==> src/hdl/scfp_ram.sv <==
// Generic single-write, single-read RAM with a registered read port.
module scfp_ram #(
    parameter int WIDTH = 8,
    parameter int DEPTH = 16
) (
    input  logic                     i_clk,
    input  logic                     i_we,
    input  logic [$clog2(DEPTH)-1:0] i_waddr,
    input  logic [WIDTH-1:0]         i_wdata,
    input  logic                     i_re,
    input  logic [$clog2(DEPTH)-1:0] i_raddr,
    output logic [WIDTH-1:0]         o_rdata
);

    logic [WIDTH-1:0] r_mem [DEPTH];
    logic [WIDTH-1:0] r_rdata;

    always_ff @(posedge i_clk) begin
        if (i_we) begin
            r_mem[i_waddr] <= i_wdata;
        end
    end

    always_ff @(posedge i_clk) begin
        if (i_re) begin
            r_rdata <= r_mem[i_raddr];
        end
    end

    assign o_rdata = r_rdata;

endmodule

==> config.mk <==
export PLATFORM = sky130hd
export DESIGN_NAME = scfp_ram
export DESIGN_NICKNAME = d
export VERILOG_FILES = /design/src/hdl/scfp_ram.sv
export SDC_FILE = /design/constraint.sdc
export NUM_CORES = 1
export LEC_CHECK = 0
export ABC_AREA = 1
export ABC_CLOCK_PERIOD_IN_PS = 1400
export BUFFER_PORTS_ARGS = -buffer_cell sky130_fd_sc_hd__buf_2
export CORE_MARGIN = 2
export CORE_UTILIZATION = 25
export CTS_CLUSTER_DIAMETER = 100
export DETAILED_ROUTE_END_ITERATION = 10
export PLACE_DENSITY = 0.48
export SETUP_SLACK_MARGIN = 0.15
export SLEW_MARGIN = 20
export SYNTH_ARGS = -nofsm -noshare
export SYNTH_HDL_FRONTEND = slang
export SYNTH_SLANG_ARGS = --single-unit
==> constraint.sdc <==
create_clock -name i_clk -period 1.4 [get_ports i_clk]
set_input_delay 0.21 -clock i_clk [delete_from_list [all_inputs] [get_ports i_clk]]
set_output_delay 0.21 -clock i_clk [all_outputs]
set_load 0.05 [all_outputs]
==> flow_metrics.env, run 1 <==
export IMPL_yosysSeqAreaShare_pct=69.8
export IMPL_dieArea_mm2=0.0246
export IMPL_fin_worst_skew_ns=0.00803
export IMPL_holdWs_ns=0.145
export IMPL_grt_pass1_wl_mm=22.7
export IMPL_start_util_pct=25.7
export IMPL_cpPeakStageDelay_ns=0.45
export IMPL_synth_mux_area_share_pct=0
export IMPL_top_usage_layer="met2"
export IMPL_hold_viol=0
export IMPL_hpwl_mm=9.64
export IMPL_start_kind="register"
export IMPL_area_growth_pct=23.4
export IMPL_period_needed_ns=1.28
export IMPL_totalWireLength_mm=14.3
export IMPL_synth_seq_cells=136
export IMPL_antenna_found_initial=0
export IMPL_rsz0062_at_grt="yes"
export IMPL_grt_max_degree=33
export IMPL_yosys_area_top_type="edfxtp_1"
export IMPL_path_class="reg -> out"
export IMPL_synth_top_family_by_area="simple AND/OR/NAND/NOR gates"
export IMPL_leakage_uw=0.00304
export IMPL_clk_latency_ns=0.43
export IMPL_fp_row_count=55
export IMPL_drt_iter0_drc=273
export IMPL_multi_input_area_mm2=0.00122
export IMPL_cts_root_buffer="clkbuf_16"
export IMPL_synth_avg_cell_area_um2=10.6
export IMPL_worst_r2r_path_depth=6
export IMPL_h_tree_depth=4
export IMPL_grt_use_total_pct=12.9
export IMPL_drc=0
export IMPL_avgViaCountPerCell=4.16
export IMPL_path_cells="buf_6"
export IMPL_nNetsFinal=622
export IMPL_synth_compound_gate_area_share_pct=0
export IMPL_dieHeight_um=157
export IMPL_fin_cells=928
export IMPL_synth_simple_gate_area_share_pct=20.8
export IMPL_synth_area_leaders="edfxtp_1, nand2_1, nand3_1"
export IMPL_max_freq_mhz=784
export IMPL_post_place_ws_ns=-0.133
export IMPL_avgRoutedWirePerCell_um=15.4
export IMPL_io_buffer_count=26
export IMPL_critPathBufInv=1
export IMPL_clkSinkCount=136
export IMPL_setup_viol=0
export IMPL_synth_xor_area_share_pct=0
export IMPL_die_w_um=157
export IMPL_firstDrtPassIters=4
export IMPL_yosys_area_share_adder_pct=0
export IMPL_finalSetupTns_ns=0
export IMPL_grtUsageMet2_pct=20.3
export IMPL_synth_top_area_share_pct=69.8
export IMPL_relSlewSlack_pct=58.5
export IMPL_worst_path_max_delay_cell="edfxtp_1"
export IMPL_place_inst=897
export IMPL_critPathArrivalTime_ns=1.07
export IMPL_vdd_drop_max_mv=0.923
export IMPL_core_mm2=0.0228
export IMPL_met1_usage_pct=17.1
export IMPL_cts_buffers=17
export IMPL_power_density_mw_per_mm2=1400
export IMPL_worstMarginPinSlew_ns=0.622
export IMPL_fin_crit_sh_pct=91.1
export IMPL_worst_slack_ns=0.125
export IMPL_hold_depth=1
export IMPL_grt_pass1_vias=3869
export IMPL_slew_violations=0
export IMPL_diodes=0
export IMPL_syn_nets=570
export IMPL_regArea_mm2=0.00408
export IMPL_cts_tree="yes"
export IMPL_cts_hold_buf=0
export IMPL_grt_use_met3_pct=3.22
export IMPL_cts_setup_buffers=0
export IMPL_io_pins=27
export IMPL_status="completed"
export IMPL_grt_overflow=0
export IMPL_syn_area_mm2=0.00585
export IMPL_drive_gt1_share_pct=14.6
export IMPL_yosys_warnings=0
export IMPL_place_congestion=0.892
export IMPL_worstPathMaxFanout=1
export IMPL_via_count=3861
export IMPL_crit_family="flip-flops"
export IMPL_hp_class="in -> reg"
export IMPL_syn_inst=551
export IMPL_cp_required_ns=1.19
export IMPL_worstSetupPathDepth=1
export IMPL_synth_cell_types=11
export IMPL_path_clk_slew_ns=0.06
export IMPL_cp_end_kind="primary output"
export IMPL_maxCapViolCount=0
export IMPL_antenna_left=0
export IMPL_final_util_pct=31.7
export IMPL_fill_cells=2270
export IMPL_clockBufferDepth=2
## registers in the layout, indices dropped and copies added, names as in the netlist
register  cells
o_rdata       8
r_mem       128
## synth_stat cells
cell type  instances
buf_4              4
buf_1              1
buf_2             13
nand3b_1           2
inv_2              2
nor2_1            17
nand2_1          173
buf_6              6
nand3_1           97
edfxtp_1         136
inv_1            100
## per-stage QoR
| step | instance area (um2) | power [uW] |
|---|---|---|
| 3_5_place_dp | 6540 | 5400 |
| 2_1_floorplan | 5850 | 5080 |
| 3_3_place_gp | 6540 | 5390 |
| 6_report | 7210 | 10100 |
| 4_1_cts | 7200 | 10200 |
| 5_1_grt | 7210 | 10400 |
## routing by layer
layer  part of all wire (%)  vias to the layer above
met4                    1.8                        0
met1                     46                     1852
met2                     47                      105
met3                    4.5                       20
met5                      0                        -
li1                       -                     1884
## kinds of logic after synthesis
family / after synthesis
flip-flops: 136
buffers and inverters: 126
AND/OR/NAND/NOR: 289
## final timing paths
path	to	from	slack, ns
worst max-delay path	o_rdata[2]	o_rdata[2]$_DFFE_PP_	0.12
worst min-delay path	o_rdata[1]$_DFFE_PP_	i_re	0.14
worst max register to register	o_rdata[5]$_DFFE_PP_	r_mem[1][5]$_DFFE_PP_	0.24
worst min register to register	o_rdata[7]$_DFFE_PP_	r_mem[6][7]$_DFFE_PP_	0.77
## cell type report
type	count	area share, %
flip-flops and latches	136	56.6
multi-input cells	289	16.9
repair buffers	57	7.01
clock buffers	17	5.90
well taps	313	5.43
inverters	102	5.31
clock inverters	14	2.86
## report_power, final
part | switching, uW | total (uW) | internal, uW
combinational | 479 | 703 | 224
sequential | 32.0 | 4620 | 4590
clock | 1650 | 4770 | 3120
total | 2160 | 10100 | 7940
## placed cells by master (no fill, tap or decap)
master / n
buf_4: 25
nand3_2: 1
nand3b_1: 2
inv_1: 100
clkbuf_16: 17
clkinv_1: 1
nand2_1: 173
buf_12: 8
nor2_1: 17
nand3_1: 96
bufinv_16: 5
buf_6: 6
edfxtp_1: 136
buf_2: 18
clkinvlp_4: 5
inv_2: 2
clkinv_2: 3
## what timing repair did
action / 4_1_cts / 5_1_grt
gates resized for setup: 11 / 6
endpoints found under the hold margin: 0 / 0
setup endpoints to repair: 6 / 8
Power figures use the tool's default switching activity.
==> run 2: changes to the inputs <==
Settings changed: CORE_MARGIN 2 to 4, SETUP_SLACK_MARGIN 0.15 to 0.05, SKIP_LAST_GASP set to 1.
==> flow_metrics.env, run 2 (same netlist as run 1, synthesis figures left out) <==
export IMPL_status="completed"
export IMPL_finalInstanceArea_mm2=0.00699
export IMPL_pwr_share_comb_pct=6.9
export IMPL_reg2reg_to="o_rdata[3]$_DFFE_PP_"
export IMPL_io_pins=27
export IMPL_area_growth_pct=19.6
export IMPL_period_needed_ns=1.31
export IMPL_cts_setup_buffers=0
export IMPL_via_count=3854
export IMPL_final_common_cell="nand2_1"
export IMPL_cp_end_kind="primary output"
export IMPL_path_cells="clkbuf_4"
export IMPL_clockBufferDepth=2
export IMPL_path_class="reg -> out"
export IMPL_io_buffer_count=26
export IMPL_fp_row_count=55
export IMPL_diodes=0
export IMPL_cpPeakStageDelay_ns=0.44
export IMPL_critPathBufInv=1
export IMPL_top_register="r_mem"
export IMPL_fin_crit_sh_pct=93.9
export IMPL_netSwitchingFraction_pct=22.3
export IMPL_antenna_found_initial=0
export IMPL_worstMarginPinSlew_ns=0.628
export IMPL_avgViaCountPerCell=4.18
export IMPL_worst_r2r_path_depth=6
export IMPL_power_density_mw_per_mm2=1350
export IMPL_holdWs_ns=0.171
export IMPL_hp_class="in -> reg"
export IMPL_rsz0062_at_grt="yes"
export IMPL_rr_startpoint="r_mem[13][3]$_DFFE_PP_"
export IMPL_whs_endpoint="o_rdata[4]$_DFFE_PP_"
export IMPL_grt_pass1_wl_mm=22.1
export IMPL_drive_gt1_share_pct=12.7
export IMPL_place_congestion=0.784
export IMPL_p_clk_share_pct=44.2
export IMPL_path_clk_slew_ns=0.06
export IMPL_critPathArrivalTime_ns=1.10
export IMPL_hold_viol=0
export IMPL_dpl_cell_area_mm2=0.00644
export IMPL_clkSinkCount=136
export IMPL_worst_path_max_delay_cell="edfxtp_1"
export IMPL_largest_reg_flops=128
export IMPL_max_freq_mhz=761
export IMPL_antenna_left=0
export IMPL_vdd_drop_max_mv=0.847
export IMPL_p_switching_uw=2110
export IMPL_slew_violations=0
export IMPL_clk_latency_ns=0.42
export IMPL_reg2reg_slack_ns=0.24
export IMPL_fin_worst_skew_ns=0.0111
export IMPL_crit_family="flip-flops"
export IMPL_cp_required_ns=1.19
export IMPL_internal_power_uw=7350
export IMPL_cts_tree="yes"
export IMPL_grt_use_total_pct=11.6
export IMPL_start_kind="register"
export IMPL_core_mm2=0.0228
export IMPL_dieHeight_um=161
export IMPL_setup_viol=0
export IMPL_hold_depth=1
export IMPL_cts_buffers=17
export IMPL_dieArea_mm2=0.0259
export IMPL_drt_iter0_drc=317
export IMPL_relSlewSlack_pct=58.1
export IMPL_totalWireLength_mm=14.5
export IMPL_final_util_pct=30.6
export IMPL_grt_overflow=0
export IMPL_seqPwrFrac_pct=48.9
export IMPL_hold_start="i_re"
export IMPL_finalSetupTns_ns=0
export IMPL_die_w_um=161
export IMPL_h_tree_depth=4
export IMPL_nNetsFinal=614
export IMPL_start_util_pct=25.6
export IMPL_worstPathMaxFanout=1
export IMPL_hpwl_mm=9.27
export IMPL_worst_slack_ns=0.0857
export IMPL_avgRoutedWirePerCell_um=15.8
export IMPL_drc=0
export IMPL_cts_root_buffer="clkbuf_16"
export IMPL_worstSetupPathDepth=1
export IMPL_firstDrtPassIters=5
export IMPL_grt_max_degree=34
export IMPL_post_place_ws_ns=-0.109
export IMPL_maxCapViolCount=0
export IMPL_leakage_uw=0.00294
export IMPL_mostFrequentLayoutCells="nand2_1, edfxtp_1, inv_1"
export IMPL_grt_pass1_vias=3705
run 2: changes by cell type in the layout (fill, tap and decap cells not counted), sizes merged:
cell / delta
clkbuf: +6
clkinv: +5
clkinvlp: -4
buf: -11
bufinv: -3
run 2: area by class of cell:
type	instances	area, um2
Fill cell	2392	15900
Inverter	102	383
Timing Repair Buffer	49	373
Clock inverter	12	109
Multi-Input combinational cell	289	1210
Sequential cell	136	4080
Clock buffer	20	437
Tap cell	313	392
run 2: routing by layer:
layer	track usage (%)	share of wire (%)	vias to the layer above
li1	-	-	1867
met1	16.8	52	1882
met5	0	0	-
met2	16.7	43	90
met4	4.50	1.8	0
met3	2.62	3.5	15
run 2: how the worst max path moves through the flow:
stage	startpoint	endpoint	slack (ns)
2_1_floorplan	i_waddr[2]	r_mem[10][0]$_DFFE_PP_	0.24
3_3_place_gp	i_raddr[1]	o_rdata[4]$_DFFE_PP_	-0.12
3_5_place_dp	i_raddr[1]	o_rdata[4]$_DFFE_PP_	-0.11
4_1_cts	o_rdata[2]$_DFFE_PP_	o_rdata[2]	0.05
5_1_grt	o_rdata[2]$_DFFE_PP_	o_rdata[2]	0.05
6_report	o_rdata[3]$_DFFE_PP_	o_rdata[3]	0.09
run 2: repair_timing:
| action | in CTS | in global routing |
|---|---|---|
| endpoints found under the setup margin | 0 | 3 |
| hold buffers | 0 | 0 |
| resized for setup | 0 | 3 |
run 2: through the flow:
step,power [uW],std cells
after global routing,9790,921
after floorplan,5080,551
final,9460,921
after detailed placement,5370,889
after CTS,9530,921
after global placement,5360,889
run 2: power groups by stage:
stage | sequential [uW] | clock (uW) | combinational [uW]
5_1_grt | 4630 | 4430 | 723
3_5_place_dp | 4710 | 0 | 659
6_report | 4620 | 4180 | 654
2_1_floorplan | 4760 | 0 | 322
3_3_place_gp | 4710 | 0 | 653
4_1_cts | 4620 | 4250 | 661
==> run 3: changes to the inputs <==
Settings changed: CORE_UTILIZATION 25 to 35, PLACE_DENSITY 0.48 to 0.59, REMOVE_ABC_BUFFERS set to 1.
==> flow_metrics.env, run 3 (same netlist as run 1, synthesis figures left out) <==
export IMPL_status="completed"
export IMPL_cp_end_kind="primary output"
export IMPL_critPathArrivalTime_ns=1.08
export IMPL_crit_family="flip-flops"
export IMPL_clk_latency_ns=0.41
export IMPL_vdd_drop_max_mv=0.820
export IMPL_fin_worst_skew_ns=0.00480
export IMPL_setup_viol=0
export IMPL_rsz0062_at_grt="no"
export IMPL_regArea_mm2=0.00408
export IMPL_power_density_mw_per_mm2=1430
export IMPL_cts_hold_buf=0
export IMPL_p_switching_uw=2190
export IMPL_worst_slack_ns=0.108
export IMPL_grt_pass1_wl_mm=21.2
export IMPL_cts_buffers=17
export IMPL_grt_use_total_pct=15.3
export IMPL_path_cells="buf_2"
export IMPL_cts_setup_buffers=0
export IMPL_whs_endpoint="o_rdata[3]$_DFFE_PP_"
export IMPL_hold_depth=1
export IMPL_pwr_share_comb_pct=6.5
export IMPL_fill_cells=1508
export IMPL_io_buffer_count=26
export IMPL_critPathBufInv=1
export IMPL_avgRoutedWirePerCell_um=16.4
export IMPL_reg2reg_slack_ns=0.24
export IMPL_firstDrtPassIters=5
export IMPL_rr_startpoint="r_mem[9][7]$_DFFE_PP_"
export IMPL_hpwl_mm=8.65
export IMPL_drive_gt1_share_pct=14.2
export IMPL_internal_power_uw=7770
export IMPL_start_kind="register"
export IMPL_hp_class="in -> reg"
export IMPL_dieHeight_um=137
export IMPL_relSlewSlack_pct=54.7
export IMPL_top_register="r_mem"
export IMPL_clockBufferDepth=2
export IMPL_cts_resized=0
export IMPL_worst_r2r_path_depth=6
export IMPL_die_w_um=137
export IMPL_maxCapViolCount=0
export IMPL_hold_viol=0
export IMPL_drc=0
export IMPL_slew_violations=0
export IMPL_mostFrequentLayoutCells="nand2_1, edfxtp_1, inv_1"
export IMPL_fin_crit_sh_pct=92.3
export IMPL_grt_pass1_vias=3783
export IMPL_via_count=3819
export IMPL_worstPathMaxFanout=1
export IMPL_final_common_cell="nand2_1"
export IMPL_max_freq_mhz=774
export IMPL_path_clk_slew_ns=0.06
export IMPL_h_tree_depth=4
export IMPL_cts_root_buffer="clkbuf_16"
export IMPL_antenna_left=0
export IMPL_reg2reg_to="o_rdata[7]$_DFFE_PP_"
export IMPL_leakage_uw=0.00299
export IMPL_drt_iter0_drc=446
export IMPL_grt_max_degree=43
export IMPL_io_pins=27
export IMPL_cpPeakStageDelay_ns=0.39
export IMPL_worstMarginPinSlew_ns=0.679
export IMPL_largest_reg_flops=128
export IMPL_hold_start="i_re"
export IMPL_cp_required_ns=1.19
export IMPL_post_place_ws_ns=-0.0736
export IMPL_area_growth_pct=19.2
export IMPL_dieArea_mm2=0.0188
export IMPL_start_util_pct=36.3
export IMPL_place_congestion=0.831
export IMPL_multi_input_area_mm2=0.00121
export IMPL_clkSinkCount=136
export IMPL_nNetsFinal=619
export IMPL_netSwitchingFraction_pct=22.0
export IMPL_grt_overflow=0
export IMPL_critPathLaunch="o_rdata[6]$_DFFE_PP_"
export IMPL_power_uw=9950
export IMPL_avgViaCountPerCell=4.61
export IMPL_core_mm2=0.0161
export IMPL_worst_path_max_delay_cell="edfxtp_1"
export IMPL_path_class="reg -> out"
export IMPL_totalWireLength_mm=13.6
export IMPL_p_clk_share_pct=47.1
export IMPL_antenna_found_initial=0
export IMPL_fp_row_count=46
export IMPL_period_needed_ns=1.29
export IMPL_seqPwrFrac_pct=46.4
export IMPL_cts_tree="yes"
export IMPL_diodes=0
-- run 3: area by class of cell --
cell class	count	area share, %
Inverter	102	5.49
Multi-Input combinational cell	289	17.4
Clock buffer	18	6.16
Tap cell	216	3.88
Timing Repair Buffer	54	5.60
Clock inverter	14	2.84
Sequential cell	136	58.6
-- run 3: stage by stage --
step | hold WS (ns) | std cells | area [um2] | utilization, % | TNS (ns)
3_3_place_gp | 0.578 | 797 | 6340 | 39.3 | -0.150
3_5_place_dp | 0.584 | 797 | 6340 | 39.3 | -0.320
2_1_floorplan | 0.309 | 527 | 5680 | - | 0
6_report | 0.164 | 829 | 6970 | 43.2 | 0
4_1_cts | 0.152 | 829 | 6970 | 43.2 | 0
5_1_grt | 0.148 | 829 | 6970 | 43.2 | 0
-- run 3: worst max path at each step --
stage / end / cells after the start
floorplan: o_rdata[2]$_DFFE_PP_ / 6
global placement: o_rdata[7]$_DFFE_PP_ / 6
detailed placement: o_rdata[7]$_DFFE_PP_ / 6
CTS: o_rdata[7] / 1
global route: o_rdata[7] / 1
finish: o_rdata[6] / 1
-- run 3: per-layer routing --
metal  vias to the layer above  track usage, %  routed length, um
met2                       107            24.1               6400
met4                         0            5.49                281
met3                        18            3.47                687
met1                      1813            20.9               6240
li1                       1881               -                  -
met5                         -               0                  0
-- run 3: power groups by stage --
stage                     registers (uW)  logic [uW]  clock network, uW
after detailed placement            4710         644                  0
after global routing                4630         709               4940
after global placement              4700         634                  0
final                               4620         643               4690
after CTS                           4620         648               4750
after floorplan                     4760         246                  0
